<file path="src/sv/trd_pkg.sv">
// trd_pkg: shared types and byte codes for the terminal reply decoder.
// No dependencies; used by trd_parser, terminal_reply_decoder and the bench.
`timescale 1ns / 1ps

package trd_pkg;

   localparam logic [7:0] CH_LBRACKET = 8'h5B;  // '['
   localparam logic [7:0] CH_QUERY    = 8'h3F;  // '?'
   localparam logic [7:0] CH_SIX      = 8'h36;  // '6'
   localparam logic [7:0] CH_SEMI     = 8'h3B;  // ';'
   localparam logic [7:0] CH_UPPER_G  = 8'h47;  // 'G'
   localparam logic [7:0] CH_LOWER_I  = 8'h69;  // 'i'
   localparam logic [7:0] CH_EQUAL    = 8'h3D;  // '='
   localparam logic [7:0] CH_GREATER  = 8'h3E;  // '>'
   localparam logic [7:0] CH_LOWER_C  = 8'h63;  // 'c'
   localparam logic [7:0] CH_LOWER_T  = 8'h74;  // 't'
   localparam logic [7:0] CH_LPAREN   = 8'h28;  // '('
   localparam logic [7:0] CH_SPACE    = 8'h20;
   localparam logic [7:0] CH_DOT      = 8'h2E;  // '.'
   localparam logic [7:0] CH_ZERO     = 8'h30;
   localparam logic [7:0] CH_NINE     = 8'h39;

   localparam int unsigned SIXEL_ATTR   = 4;
   localparam int unsigned ACK_IMAGE_ID = 31;
   localparam int unsigned MIN_MINOR    = 28;

   // Bytes of the version tag after its leading '>', indexed from 0.
   function automatic logic [7:0] ver_tag_byte(input logic [2:0] idx);
      logic [7:0] code;
      case (idx)
         3'd0:    code = 8'h7C;
         3'd1:    code = 8'h6B;
         3'd2:    code = 8'h69;
         3'd3:    code = 8'h74;
         3'd4:    code = 8'h74;
         3'd5:    code = 8'h79;
         default: code = 8'h00;
      endcase
      return code;
   endfunction

   typedef struct packed {
      logic        recognized;
      logic        sixel_support;
      logic        image_ack_support;
      logic        placeholder_support;
      logic [15:0] cell_width_px;
      logic [15:0] cell_height_px;
   } result_type;

endpackage

</file>
<file path="src/sv/trd_parser.sv">
// trd_parser: per-byte reply grammar, sticky support flags and cell size.
// Depends on trd_pkg. Result is the profile as it stands after the given byte.
`timescale 1ns / 1ps

module trd_parser #(
   parameter int CELL_BITS = 16
) (
   input  logic                clock,
   input  logic                reset,
   input  logic                step,
   input  logic [7:0]          reply_byte,
   input  logic                payload_end,
   output trd_pkg::result_type result
);
   import trd_pkg::*;

   typedef enum logic [4:0] {
      PH_START, PH_LB, PH_CS_SEMI, PH_G1, PH_G2,
      PH_V1, PH_V2, PH_V3, PH_V4, PH_V5, PH_V6,
      PH_DA_FIELD, PH_DA_SKIP, PH_CS_H, PH_CS_W, PH_KI_ID,
      PH_VER_OPT, PH_VER_MAJ, PH_VER_MIN, PH_DONE
   } phase_type;

   localparam logic [CELL_BITS+3:0] SAT_MAX = {4'd0, {CELL_BITS{1'b1}}};

   phase_type            phase_ff, phase_in;
   logic [CELL_BITS-1:0] accum_ff, accum_in;
   logic                 digits_ff, digits_in;
   logic [CELL_BITS-1:0] held_ff, held_in;
   logic                 major_ff, major_in;
   logic                 match_ff, match_in;
   logic                 sixel_ff, sixel_in;
   logic                 ack_ff, ack_in;
   logic                 place_ff, place_in;
   logic [CELL_BITS-1:0] width_ff, width_in;
   logic [CELL_BITS-1:0] height_ff, height_in;

   logic                 is_digit;
   logic [CELL_BITS+3:0] acc_times10;
   logic [CELL_BITS-1:0] acc_digit;
   logic [2:0]           tag_idx;
   logic [31:0]          width_wide;
   logic [31:0]          height_wide;

   assign is_digit    = (reply_byte >= CH_ZERO) && (reply_byte <= CH_NINE);
   assign acc_times10 = ({4'd0, accum_ff} << 3) + ({4'd0, accum_ff} << 1)
                        + (CELL_BITS+4)'(reply_byte[3:0]);
   assign acc_digit   = (acc_times10 > SAT_MAX) ? {CELL_BITS{1'b1}}
                                                : acc_times10[CELL_BITS-1:0];
   assign tag_idx     = 3'(phase_ff - PH_V1);

   always_comb begin
      phase_in  = phase_ff;
      accum_in  = accum_ff;
      digits_in = digits_ff;
      held_in   = held_ff;
      major_in  = major_ff;
      match_in  = match_ff;
      sixel_in  = sixel_ff;
      ack_in    = ack_ff;
      place_in  = place_ff;
      width_in  = width_ff;
      height_in = height_ff;

      case (phase_ff)
         PH_START: begin
            if (reply_byte == CH_LBRACKET)     phase_in = PH_LB;
            else if (reply_byte == CH_UPPER_G) phase_in = PH_G1;
            else if (reply_byte == CH_GREATER) phase_in = PH_V1;
            else                               phase_in = PH_DONE;
         end
         PH_LB: begin
            if (reply_byte == CH_QUERY) begin
               match_in  = 1'b1;
               phase_in  = PH_DA_FIELD;
               accum_in  = '0;
               digits_in = 1'b0;
            end else if (reply_byte == CH_SIX) begin
               phase_in = PH_CS_SEMI;
            end else begin
               phase_in = PH_DONE;
            end
         end
         PH_CS_SEMI: begin
            if (reply_byte == CH_SEMI) begin
               phase_in  = PH_CS_H;
               accum_in  = '0;
               digits_in = 1'b0;
            end else begin
               phase_in = PH_DONE;
            end
         end
         PH_G1: phase_in = (reply_byte == CH_LOWER_I) ? PH_G2 : PH_DONE;
         PH_G2: begin
            if (reply_byte == CH_EQUAL) begin
               match_in  = 1'b1;
               phase_in  = PH_KI_ID;
               accum_in  = '0;
               digits_in = 1'b0;
            end else begin
               phase_in = PH_DONE;
            end
         end
         PH_V1, PH_V2, PH_V3, PH_V4, PH_V5, PH_V6: begin
            if (reply_byte != ver_tag_byte(tag_idx)) begin
               phase_in = PH_DONE;
            end else if (phase_ff == PH_V6) begin
               match_in  = 1'b1;
               phase_in  = PH_VER_OPT;
               accum_in  = '0;
               digits_in = 1'b0;
            end else begin
               phase_in = phase_type'(phase_ff + 5'd1);
            end
         end
         PH_DA_FIELD, PH_DA_SKIP: begin
            if (phase_ff == PH_DA_FIELD && is_digit) begin
               accum_in  = acc_digit;
               digits_in = 1'b1;
            end else begin
               if (phase_ff == PH_DA_FIELD && digits_ff
                   && accum_ff == CELL_BITS'(SIXEL_ATTR))
                  sixel_in = 1'b1;
               if (reply_byte == CH_SEMI) begin
                  phase_in  = PH_DA_FIELD;
                  accum_in  = '0;
                  digits_in = 1'b0;
               end else if (reply_byte == CH_LOWER_C) begin
                  phase_in = PH_DONE;
               end else begin
                  phase_in = PH_DA_SKIP;
               end
            end
         end
         PH_CS_H: begin
            if (is_digit) begin
               accum_in  = acc_digit;
               digits_in = 1'b1;
            end else if (reply_byte == CH_SEMI && digits_ff) begin
               held_in   = accum_ff;
               phase_in  = PH_CS_W;
               accum_in  = '0;
               digits_in = 1'b0;
            end else begin
               phase_in = PH_DONE;
            end
         end
         PH_CS_W: begin
            if (is_digit) begin
               accum_in  = acc_digit;
               digits_in = 1'b1;
            end else begin
               if (reply_byte == CH_LOWER_T && digits_ff) begin
                  match_in = 1'b1;
                  // zero in either dimension leaves the stored size alone
                  if (accum_ff != '0 && held_ff != '0) begin
                     width_in  = accum_ff;
                     height_in = held_ff;
                  end
               end
               phase_in = PH_DONE;
            end
         end
         PH_KI_ID: begin
            if (is_digit) begin
               accum_in  = acc_digit;
               digits_in = 1'b1;
            end else begin
               if (digits_ff && accum_ff == CELL_BITS'(ACK_IMAGE_ID)
                   && reply_byte == CH_SEMI)
                  ack_in = 1'b1;
               phase_in = PH_DONE;
            end
         end
         PH_VER_OPT: begin
            phase_in = PH_VER_MAJ;
            if (is_digit) begin
               accum_in  = acc_digit;
               digits_in = 1'b1;
            end else if (reply_byte != CH_LPAREN && reply_byte != CH_SPACE) begin
               phase_in = PH_DONE;
            end
         end
         PH_VER_MAJ: begin
            if (is_digit) begin
               accum_in  = acc_digit;
               digits_in = 1'b1;
            end else if (reply_byte == CH_DOT && digits_ff) begin
               major_in  = (accum_ff != '0);
               phase_in  = PH_VER_MIN;
               accum_in  = '0;
               digits_in = 1'b0;
            end else begin
               phase_in = PH_DONE;
            end
         end
         PH_VER_MIN: begin
            if (is_digit) begin
               accum_in  = acc_digit;
               digits_in = 1'b1;
            end else begin
               if (digits_ff && (major_ff || accum_ff >= CELL_BITS'(MIN_MINOR)))
                  place_in = 1'b1;
               phase_in = PH_DONE;
            end
         end
         default: phase_in = PH_DONE;
      endcase

      if (payload_end) begin
         // a field cut off by the payload end is judged here
         if (phase_in == PH_DA_FIELD && digits_in
             && accum_in == CELL_BITS'(SIXEL_ATTR))
            sixel_in = 1'b1;
         if (phase_in == PH_VER_MIN && digits_in
             && (major_in || accum_in >= CELL_BITS'(MIN_MINOR)))
            place_in = 1'b1;
      end
   end

   assign width_wide  = 32'(width_in);
   assign height_wide = 32'(height_in);

   always_comb begin
      result.recognized          = match_in;
      result.sixel_support       = sixel_in;
      result.image_ack_support   = ack_in;
      result.placeholder_support = place_in;
      result.cell_width_px  = (width_wide > 32'h0000_FFFF) ? 16'hFFFF : width_wide[15:0];
      result.cell_height_px = (height_wide > 32'h0000_FFFF) ? 16'hFFFF : height_wide[15:0];
   end

   always_ff @(posedge clock) begin
      if (reset) begin
         phase_ff  <= PH_START;
         accum_ff  <= '0;
         digits_ff <= 1'b0;
         held_ff   <= '0;
         major_ff  <= 1'b0;
         match_ff  <= 1'b0;
         sixel_ff  <= 1'b0;
         ack_ff    <= 1'b0;
         place_ff  <= 1'b0;
         width_ff  <= '0;
         height_ff <= '0;
      end else if (step) begin
         sixel_ff  <= sixel_in;
         ack_ff    <= ack_in;
         place_ff  <= place_in;
         width_ff  <= width_in;
         height_ff <= height_in;
         if (payload_end) begin
            phase_ff  <= PH_START;
            accum_ff  <= '0;
            digits_ff <= 1'b0;
            held_ff   <= '0;
            major_ff  <= 1'b0;
            match_ff  <= 1'b0;
         end else begin
            phase_ff  <= phase_in;
            accum_ff  <= accum_in;
            digits_ff <= digits_in;
            held_ff   <= held_in;
            major_ff  <= major_in;
            match_ff  <= match_in;
         end
      end
   end

   a_sixel_sticky: assert property (@(posedge clock) disable iff (reset)
      $fell(sixel_ff) |-> $past(reset))
      else $error("sixel flag cleared outside reset");

   a_ack_sticky: assert property (@(posedge clock) disable iff (reset)
      $fell(ack_ff) |-> $past(reset))
      else $error("image ack flag cleared outside reset");

   a_size_pair: assert property (@(posedge clock) disable iff (reset)
      (width_ff == '0) == (height_ff == '0))
      else $error("cell size stored with only one dimension");

endmodule

</file>
<file path="src/sv/terminal_reply_decoder.sv">
// rsp_tvalid is registered: the last byte is parsed from the input register
// straight into the result register, which raises rsp_tvalid.
// Throughput: one byte per cycle; only a last byte waits, and only while the
// previous result is still not taken.
// Reset (synchronous, active high) clears the profile, the parse state and
// both valid flags; no result is pending after reset.
`timescale 1ns / 1ps

module terminal_reply_decoder #(
   parameter int CELL_BITS = 16
) (
   input  logic        clock,
   input  logic        reset,
   input  logic        req_tvalid,
   output logic        req_tready,
   input  logic [7:0]  req_tdata,   // [7:0] reply_byte
   input  logic        req_tlast,   // payload_end
   output logic        rsp_tvalid,
   input  logic        rsp_tready,
   output logic [39:0] rsp_tdata,   // [0] sixel_support, [1] image_ack_support,
                                    // [2] placeholder_support, [18:3] cell_width_px,
                                    // [34:19] cell_height_px, [39:35] zero
   output logic        rsp_tuser    // recognized
);
   import trd_pkg::*;

   logic       in_valid_ff, in_valid_in;
   logic [7:0] in_byte_ff;
   logic       in_last_ff;
   logic       out_valid_ff, out_valid_in;
   result_type out_ff;
   result_type parse_result;
   logic       step;

   // a non-final byte never waits on the result side
   assign step        = in_valid_ff && (!in_last_ff || !out_valid_ff || rsp_tready);
   assign req_tready  = !in_valid_ff || step;
   assign in_valid_in = (req_tvalid && req_tready) ? 1'b1 : (step ? 1'b0 : in_valid_ff);
   assign out_valid_in = (step && in_last_ff) ? 1'b1
                                              : (rsp_tready ? 1'b0 : out_valid_ff);

   trd_parser #(
      .CELL_BITS (CELL_BITS)
   ) u_parser (
      .clock       (clock),
      .reset       (reset),
      .step        (step),
      .reply_byte  (in_byte_ff),
      .payload_end (in_last_ff),
      .result      (parse_result)
   );

   always_ff @(posedge clock) begin
      if (reset) begin
         in_valid_ff  <= 1'b0;
         out_valid_ff <= 1'b0;
      end else begin
         in_valid_ff  <= in_valid_in;
         out_valid_ff <= out_valid_in;
      end
      if (req_tvalid && req_tready) begin
         in_byte_ff <= req_tdata;
         in_last_ff <= req_tlast;
      end
      if (step && in_last_ff) begin
         out_ff <= parse_result;
      end
   end

   assign rsp_tvalid = out_valid_ff;
   assign rsp_tuser  = out_ff.recognized;
   assign rsp_tdata  = {5'd0, out_ff.cell_height_px, out_ff.cell_width_px,
                        out_ff.placeholder_support, out_ff.image_ack_support,
                        out_ff.sixel_support};

   a_last_holds: assert property (@(posedge clock) disable iff (reset)
      in_valid_ff && in_last_ff && out_valid_ff && !rsp_tready |=> in_valid_ff)
      else $error("final byte dropped while result stalled");

   a_rsp_source: assert property (@(posedge clock) disable iff (reset)
      $rose(rsp_tvalid) |-> $past(step && in_last_ff))
      else $error("result raised without a final byte");

   a_ready_full: assert property (@(posedge clock) disable iff (reset)
      !req_tready |-> in_valid_ff && in_last_ff && out_valid_ff)
      else $error("input stalled without a blocked final byte");

endmodule

</file>
<file path="config.mk">
export PLATFORM = sky130hd
export DESIGN_NAME = terminal_reply_decoder
export DESIGN_NICKNAME = d
export VERILOG_FILES = /design/src/sv/trd_pkg.sv /design/src/sv/trd_parser.sv /design/src/sv/terminal_reply_decoder.sv
export SDC_FILE = /design/constraint.sdc
export NUM_CORES = 1
export LEC_CHECK = 0
export ABC_CLOCK_PERIOD_IN_PS = 4800
export BUFFER_PORTS_ARGS = -buffer_cell sky130_fd_sc_hd__buf_2
export CAP_MARGIN = 0
export CORE_MARGIN = 2
export CORE_UTILIZATION = 35
export DETAILED_ROUTE_END_ITERATION = 6
export PLACE_DENSITY = 0.53
export SLEW_MARGIN = 20
export SYNTH_ARGS = -nofsm -noshare
export SYNTH_HDL_FRONTEND = slang
export SYNTH_SLANG_ARGS = --single-unit
</file>
<file path="constraint.sdc">
create_clock -name clock -period 4.8 [get_ports clock]
set_input_delay 0.48 -clock clock [delete_from_list [all_inputs] [get_ports clock]]
set_output_delay 0.48 -clock clock [all_outputs]
set_load 0.02 [all_outputs]
</file>
=== Yosys cells after proc, flatten, opt, wreduce, memory -nomap -nowiden ===
Index checks and enable logic that the tools add are counted.

* Memories: 0
* Bits of input ports: 13
* Output and inout bits: 43
* Word-level logic and storage cells: 208
* Flip-flop bits (word level): 122
* Bits in read-only memories: 0
* Bits in latches: 0
* Memory bits (writable): 0

* Add/subtract/negate cells: 4
* $mul: 0
* Shifts and indexed selects: 0
* Divide/modulo/power cells: 0
* Eq/ne operators: 43
* Magnitude comparators: 7
* Muxes and demuxes: 92
* Reductions and logical operators: 41
* Bitwise logic cells: 0

{| class="wikitable"
|+ Operators with widths
! kind !! number
|-
| $mux W16 || 25
|-
| $pmux W16 S8 || 1
|-
| $mux W5 || 19
|-
| $pmux W5 S11 || 1
|-
| $eq A8 B6 Y1 const B || 6
|-
| $eq A5 B4 Y1 const B || 9
|-
| $mux W1 || 41
|-
| $eq A8 B7 Y1 const B || 5
|-
| $pmux W7 S5 || 1
|-
| $eq A16 B3 Y1 const B || 2
|-
| $ge A16 B5 Y1 const B || 2
|-
| $gt A16 B16 Y1 const B || 2
|-
| $reduce_bool A16 Y1 || 2
|-
| $add A19 B17 Y20 || 1
|-
| $add A20 B4 Y20 || 1
|-
| $eq A5 B3 Y1 const B || 4
|-
| $eq A5 B5 Y1 const B || 4
|-
| $gt A20 B16 Y1 const B || 1
|-
| $logic_and A1 B1 Y1 || 19
|-
| $eq A16 B5 Y1 const B || 1
|-
| $ne A8 B6 Y1 const B || 2
|-
| $eq A5 B2 Y1 const B || 2
|-
| $ge A8 B6 Y1 const B || 1
|-
| $le A8 B6 Y1 const B || 1
|-
| other kinds (22) || 34
|}

=== Logic depth before layout (Yosys ltp) ===
Gate-level depths: netlist of run 1.

* Word-level depth: 13
* Depth in mapped cells: 15
* Mapped depth without buffers: 12

=== Hierarchy ===
From an unflattened synthesis of run 1, not the netlist that was laid out.

* Cell total of the unflattened synthesis: 861
* Area, all modules: 7633.6 um^2

{| class="wikitable"
|+ Modules (own cells, without submodules)
! module !! area each (um^2) !! instances !! cells an instance !! sequential area each (um^2)
|-
| trd_parser || 6137.1 || 1 || 798 || 1501.4
|-
| terminal_reply_decoder || 1496.4 || 1 || 63 || 1391.3
|}

=== Worst setup path after synthesis of run 1 ===
OpenSTA, ideal clock, no wires.

* Kind: register -> register
* From: register in_byte_ff[3]
* To: register u_parser.sixel_ff
* Clock period less this slack: 3.833 ns
* Stages on the path, launching flop included: 12
* Required time: 4.731 ns
* Setup slack: 0.967 ns
* Arrival time: 3.764 ns
* Buffers on the path: 0
* Setup time: 0.069 ns
* Cell sequence: edfxtp_1 > fa_1 > fa_1 > a211oi_1 > o21ai_1 > a211oi_1 > o21ai_0 > xor2_1 > or3_1 > o31a_1 > or4b_1 > o21ai_1

* Longest elaborated chain between the ends: 10
* Elaborated cells between the ends (all ways): 73
* Those cells by class: 1 x add/sub; 3 x order compare; 15 x eq/ne; 47 x mux; 7 x reduce/logical

{| class="wikitable"
|+ Ends and longest elaborated chain
! item !! line !! text
|-
| start, declared || terminal_reply_decoder.sv:28 || <nowiki>logic [7:0] in_byte_ff;</nowiki>
|-
| start signal, assigned || terminal_reply_decoder.sv:62 || <nowiki>in_byte_ff <= req_tdata;</nowiki>
|-
| parallel branches: the longest is 9 deep, another holds $add A20 B4 Y20 || - ||
|-
| $mux W1 (*) || trd_parser.sv:210 || <nowiki>if (payload_end) begin</nowiki>
|-
| end signal, assigned || trd_parser.sv:247 || <nowiki>sixel_ff <= sixel_in;</nowiki>
|-
| end, declared || trd_parser.sv:32 || <nowiki>logic sixel_ff, sixel_in;</nowiki>
|}

Mark *: on every way between the ends.
A chain may end at the register's enable or synchronous reset.

=== Final worst setup path of run 1 ===
* From: register in_byte_ff[3]
* To: register out_ff (netlist bit rsp_tdata[2]) (data pin)

* Longest elaborated chain between the ends: 10
* Elaborated cells between the ends (all ways): 77
* Those cells by class: 1 x add/sub; 4 x order compare; 14 x eq/ne; 50 x mux; 8 x reduce/logical

{| class="wikitable"
|+ Ends and longest elaborated chain
! item !! line !! text
|-
| $add A20 B4 Y20 (tied with other cells) || trd_parser.sv:47 || <nowiki>+ (CELL_BITS+4)'(reply_byte[3:0]);</nowiki>
|-
| $gt A20 B16 Y1 (tied with other cells) || trd_parser.sv:48 || <nowiki>assign acc_digit = (acc_times10 > SAT_MAX) ? {CELL_BITS{1'b1}}</nowiki>
|-
| $mux W16 (tied with other cells) || trd_parser.sv:48 ||
|-
| $mux W16 (tied with other cells) || - ||
|-
| $pmux W16 S8 or $pmux W5 S11 (tied branches) || trd_parser.sv:65 || <nowiki>case (phase_ff)</nowiki>
|-
| $ge A16 B5 Y1 or $eq A5 B5 Y1 (tied branches) || trd_parser.sv:216, trd_parser.sv:215 ||
|-
| $logic_or A1 B1 Y1 or $logic_and A1 B1 Y1 (tied branches) || trd_parser.sv:216, trd_parser.sv:215 ||
|-
| $logic_and A1 B1 Y1 || trd_parser.sv:216 || <nowiki>&& (major_in || accum_in >= CELL_BITS'(MIN_MINOR)))</nowiki>
|-
| $mux W1 || trd_parser.sv:215 || <nowiki>if (phase_in == PH_VER_MIN && digits_in</nowiki>
|-
| $mux W1 (*) || trd_parser.sv:210 ||
|-
| named net u_parser.place_in || trd_parser.sv:34 || <nowiki>logic place_ff, place_in;</nowiki>
|-
| end signal, assigned || terminal_reply_decoder.sv:66 || <nowiki>out_ff <= parse_result;</nowiki>
|-
| end, declared || terminal_reply_decoder.sv:31 || <nowiki>result_type out_ff;</nowiki>
|}

The timed path passes the listed nets; every way through them passes the cells marked *.

==> flow_summary_export.csv, run 1 <==
group,metric,value,unit
global_route,grt_max_degree,79,
clock_network,htree_num_levels,4,
yosys,synthTopCellsByCount,"nor2_1 (132), dfxtp_1 (77), nand2_1 (62), a21oi_1 (50), nor3_1 (48)",
finish,area_delta_synth_final,15.5,%
yosys,synth-edff-count,45,
floorplanning,initial_core_util,35.6,%
yosys,synth.top_cell.area_share,20.7,%
place,place_area,8000,um2
yosys,synth_area,7460,um2
floorplanning,num_io_pins,56,
route,drtIter0Drc,674,
global_route,globalRouteTotalUtil,19.4,%
yosys,ys_ff_latch,122,
power_and_ir_drop,leakage,3.37,nW
timing,fin_crit_sh,87.4,%
outcome,status,"finished, final reports clean",
clock_network,clk_path_buf_depth,2,
global_route,antenna_found_initial,0,
route,drc,0,
worst_setup_path,critPathSlowestCell,"fa_1",
worst_setup_path,worstSetupPathType,"reg -> reg",
timing,finalCriticalPeriod,4.19,ns
worst_setup_path,crit_buf_inv,0,
worst_setup_path,cp_max_fo,5,
timing,skew,0.00887,ns
yosys,synth-async-reset-ratio,0,%
worst_setup_path,max_stage_delay,0.55,ns
yosys,synth.top_cells.by_area,"dfxtp_1 (21%), edfxtp_1 (18%), nor2_1 (6.6%)",
global_route,gr-total-overflow,0,
finish,drive_gt1_share,16.6,%
route,wirelength,21800,um
route,ant_nets,0,
route,routed-wl-met3,1370,um
route,via_per_inst,5.68,
finish,diodes,0,
yosys,synth_flop_cell,"dfxtp_1",
yosys,yosysMostFrequentCell,"nor2_1",
timing,fmax,0.238,GHz
clock_network,ctsHoldBuffers,0,
timing,tns,0,ns
route,drt-met1-wl,11000,um
finish,multi_input_area,4280,um2
finish,fillers,2101,
place,portBuffers,50,
worst_setup_path,end_kind,"flop",
clock_network,cts_root_buf,"clkbuf_16",
yosys,synth-seq-area-share,38.8,%
finish,fin_nets,952,
yosys,synth.largest_area_cell,"dfxtp_1",
timing,slew_headroom,37.1,%
floorplanning,die_area,22500,um2
min_path,hp-class,"in -> reg",
clock_network,cts-resized-gates,0,
power_and_ir_drop,cellPowerDensity,301,nW/um2
run,maxCapViolations,0,
floorplanning,num_rows,53,
clock_network,clk_latency,0.42,ns
yosys,yosysWarningCount,0,
yosys,postSynthAreaPerCell,8.64,um2
clock_network,clkTransAtPathRegs,0.06,ns
route,route.met2.wl,9150,um
worst_setup_path,start_kind,"flop",
timing,hold_viol_final,0,
timing,slew_viol_final,0,
place,gp_routability_congestion,0.939,
route,drt_first_pass_iters,5,
route,via_count,6744,
power_and_ir_drop,ir_drop,0.000216,V
global_route,grt_pass1_vias,6073,
yosys,ys_types,76,
timing,worstMarginPinSlew,0.939,ns
worst_setup_path,crit_chain,"fa_1 > fa_1 > a211oi_1 > o21ai_1 > a211oi_1 > o21ai_0 > xor2_1 > nor3_1 > a31oi_1 > a211oi_1 > nor2_1",
clock_network,cts.sinks,122,
worst_setup_path,cp.arrival,4.34,ns
global_route,grt_pass1_wl,34300,um
floorplanning,fp.dieW,150,um
worst_setup_path,critPathRequiredTime,4.95,ns
timing,rsz0062_at_grt,"false",
clock_network,cts_made_buffers,17,
yosys,synth_cells,863,
place,dp_hpwl,15500,um
floorplanning,core_area,21000,um2
floorplanning,die_y,150,um
finish,finalInstanceArea,8610,um2
route,wire_per_inst,18.4,um
worst_setup_path,crit_top_cell,"a211oi_1",
route,top_layer,"met4",
clock_network,cts_tree,"yes",
clock_network,post-cts-setup-buffers,0,
finish,ff_latch_area,2890,um2
timing,setup_viol,0,
worst_setup_path,cp_top_family,"compound AO/OA/AOI/OAI gates",
-- cell usage in the layout, fill, tap and decap left out, types with 8 or more instances in the layout --
cell	n
nor2_1	131
dfxtp_1	77
nand2_1	62
a21oi_1	50
buf_2	50
nor3_1	48
edfxtp_1	45
ha_1	38
mux2_2	33
nand3_1	27
o21ai_0	27
a22oi_1	24
buf_4	21
nand4_1	19
clkbuf_16	17
inv_1	14
nor2b_1	13
a21o_1	13
nand2b_1	12
nor4_1	11
a31oi_1	10
and2_1	8
o211ai_1	8
-- cells by family after synthesis --
group	share of synthesized area, %
other	0.0503
muxes	5.39
AOI/OAI and AO/OA	18.3
and+or+nand+nor	24.9
xor gates and xnor gates	1.53
adders and majority gates	6.91
DFF	38.8
buffers and inverters	4.08
-- metrics by stage --
| step | utilization [%] | cells | setup WS (ns) | hold WS (ns) | total power [mW] |
|---|---|---|---|---|---|
| finish | 41.1 | 1187 | 0.606 | 0.239 | 2.59 |
| global route | 41.1 | 1187 | 0.341 | 0.224 | 2.69 |
| CTS | 41.0 | 1186 | 0.591 | 0.228 | 2.61 |
| detailed placement | 38.2 | 1154 | 0.599 | 0.485 | 1.38 |
| global placement | 38.2 | 1154 | 0.637 | 0.477 | 1.37 |
| floorplan | - | 867 | 0.967 | 0.468 | 1.31 |
-- routing by layer --
layer / GRT usage [%] / vias to the layer above
met4: 5.05 / 0
met3: 3.69 / 26
li1: - / 3284
met2: 27.4 / 234
met1: 30.0 / 3200
met5: 0 / -
-- power breakdown --
group          switching (mW)  internal, mW
logic                   0.149        0.0809
clock network           0.545         0.690
registers              0.0205          1.11
total                   0.715          1.88
-- flip-flops by register name (all words and copies together) (netlist names) --
signal / count
u_parser.height_ff: 16
u_parser.digits_ff: 1
u_parser.sixel_ff: 1
u_parser.held_ff: 16
u_parser.accum_ff: 16
rsp_tvalid: 1
u_parser.width_ff: 16
rsp_tdata: 35
rsp_tuser: 1
u_parser.match_ff: 1
in_byte_ff: 8
u_parser.major_ff: 1
u_parser.ack_ff: 1
u_parser.place_ff: 1
u_parser.phase_ff: 5
in_last_ff: 1
in_valid_ff: 1
-- worst paths after layout --
kind / startpoint / endpoint / slack, ns / depth (start not counted)
worst min register to register: u_parser.height_ff[12] / u_parser.height_ff[12] / 0.49 / 2
worst max-delay path: in_byte_ff[3] / rsp_tdata[2] / 0.61 / 11
worst max register to register: in_byte_ff[3] / rsp_tdata[2] / 0.61 / 11
worst min-delay path: req_tdata[0] / in_byte_ff[0] / 0.24 / 1
-- area by class of cell --
class	count	area share [%]
Multi-Input combinational cell	671	49.7
Sequential cell	122	33.6
Timing Repair Buffer	73	5.29
Clock buffer	17	4.94
Tap cell	275	4.00
Clock inverter	15	1.82
Inverter	14	0.610
-- worst reg2reg max path, cell delays in order (launching register included) --
cell	delay, ns
edfxtp_1	0.43
fa_1	0.55
fa_1	0.49
a211oi_1	0.33
o21ai_1	0.15
a211oi_1	0.33
o21ai_0	0.16
xor2_1	0.20
nor3_1	0.54
a31oi_1	0.21
a211oi_1	0.46
nor2_1	0.08
Power figures use the tool's default switching activity.
==> run 2, diff against run 1 <==
Settings changed: GPL_TIMING_DRIVEN set to 1, PLACE_DENSITY 0.53 to not set.
==> run 2 against run 1 <==
  * Combinational power is 3% lower
  * Via count hardly changed
  * First-iteration DRC count is 4.2% higher
  * Final cell count is 0.42% lower
  * Clock power hardly changed
  * Hold slack worse by 0.0092 ns
  * Sequential power hardly changed
  * Design area is 0.61% lower
==> flow_summary_export.csv, run 2 (synthesis gave the netlist of run 1 again) <==
group,metric,value,unit
global_route,antenna_found_initial,0,
worst_setup_path,worstSetupPathType,"reg -> reg",
power_and_ir_drop,p_clk_share,47.9,%
power_and_ir_drop,p_switching,0.718,mW
global_route,use_met1,28.3,%
route,drtIter0Drc,702,
clock_network,clk_latency,0.43,ns
global_route,grt_pass1_wl,33900,um
timing,fmax,0.232,GHz
power_and_ir_drop,combPwrFrac,8.5,%
route,ant_nets,0,
power_and_ir_drop,p_seq_share,43.5,%
timing,setup_viol,0,
floorplanning,core_area,21000,um2
timing,hold_viol_final,0,
route,wire_per_inst,17.9,um
power_and_ir_drop,leakage,3.35,nW
finish,fin_nets,947,
global_route,gr-total-overflow,0,
clock_network,htree_num_levels,4,
global_route,grt_pass1_vias,6170,
finish,mostFrequentLayoutCell,"nor2_1",
place,gp_routability_congestion,0.971,
timing,slew_headroom,30.8,%
route,drt_first_pass_iters,5,
finish,drive_gt1_share,16.2,%
place,dp_hpwl,14900,um
timing,worstMarginPinSlew,1.03,ns
timing,skew,0.00951,ns
clock_network,clk_path_buf_depth,2,
floorplanning,fp.dieW,150,um
clock_network,cts_made_buffers,17,
clock_network,post-cts-setup-buffers,0,
floorplanning,die_y,150,um
timing,slew_viol_final,0,
route,via_per_inst,5.70,
power_and_ir_drop,p_total,2.60,mW
worst_setup_path,cp.arrival,4.66,ns
timing,tns,0,ns
floorplanning,initial_core_util,35.6,%
worst_setup_path,critPathRequiredTime,5.16,ns
worst_setup_path,end_kind,"flop",
run,maxCapViolations,0,
global_route,grtUsageMet2,28.1,%
power_and_ir_drop,internal_power,1.88,mW
outcome,status,"finished, final reports clean",
global_route,busiest_layer,"met1",
clock_network,cts.sinks,122,
worst_setup_path,start_kind,"flop",
finish,largest_reg_flops,35,
floorplanning,die_area,22500,um2
timing,fin_crit_sh,89.7,%
power_and_ir_drop,ir_drop,0.000242,V
route,wirelength,21200,um
worst_setup_path,worstRegToRegCells,11,
clock_network,cts_root_buf,"clkbuf_16",
place,portBuffers,50,
route,via_count,6740,
floorplanning,num_rows,53,
route,drc,0,
finish,area_delta_synth_final,14.7,%
finish,mostFrequentLayoutCells,"nor2_1 (131), dfxtp_1 (77), nand2_1 (62)",
power_and_ir_drop,p_sw_share,27.7,%
power_and_ir_drop,cellPowerDensity,303,nW/um2
timing,finalCriticalPeriod,4.31,ns
global_route,grt_max_degree,79,
min_path,whs_path_depth,1,
finish,diodes,0,
clock_network,clkTransAtPathRegs,0.06,ns
timing,rsz0062_at_grt,"false",
global_route,grt_use_met3,3.41,%
global_route,globalRouteTotalUtil,19.1,%
clock_network,ctsHoldBuffers,0,
clock_network,cts_tree,"yes",
clock_network,cts-resized-gates,0,
worst_setup_path,cp_max_fo,11,
floorplanning,num_io_pins,56,
min_path,hp-class,"in -> reg",
-- run 2: area by class of cell --
cell class	count	area, um2
clock buffer	17	425
multi-input combinational	671	4280
timing repair buffer	68	405
sequential	122	2890
clock inverter	15	153
fill	2133	12400
tap	275	344
inverter	14	52.6
-- run 2: final timing paths --
kind                          startpoint                      to  slack (ns)
setup / recovery           in_byte_ff[3]       u_parser.sixel_ff        0.49
hold / removal              req_tdata[6]           in_byte_ff[6]        0.23
setup reg to reg           in_byte_ff[3]       u_parser.sixel_ff        0.49
hold reg to reg   u_parser.height_ff[14]  u_parser.height_ff[14]        0.49
-- run 2: critical path, stage by stage (launching register included) --
cell	delay, ns
edfxtp_1	0.44
fa_1	0.55
fa_1	0.49
a211oi_1	0.36
o21ai_1	0.17
a211oi_1	0.34
o21ai_0	0.16
xor2_1	0.21
or3_1	0.53
o31a_1	0.34
or4b_1	0.51
o21ai_1	0.13
-- run 2: metal layers --
layer / share of wire (%) / wire length, um
met5: 0 / 0
met2: 43 / 9190
met3: 6.2 / 1320
met1: 49 / 10300
met4: 1.7 / 351
-- run 2: through the flow --
stage	utilization [%]	cells	worst slack, ns	instance area (um2)	hold WS, ns
after global routing	40.8	1182	0.211	8560	0.223
after floorplan	-	867	0.967	7470	0.468
after CTS	40.7	1181	0.515	8530	0.217
after global placement	37.9	1149	0.621	7950	0.478
final	40.8	1182	0.495	8560	0.230
after detailed placement	37.9	1149	0.524	7950	0.482
-- run 2: power groups by stage --
| stage | clock network, mW | logic (mW) | registers, mW |
|---|---|---|---|
| finish | 1.24 | 0.222 | 1.13 |
| global route | 1.31 | 0.244 | 1.14 |
| CTS | 1.26 | 0.218 | 1.13 |
| detailed placement | 0 | 0.217 | 1.15 |
| global placement | 0 | 0.217 | 1.15 |
| floorplan | 0 | 0.153 | 1.16 |
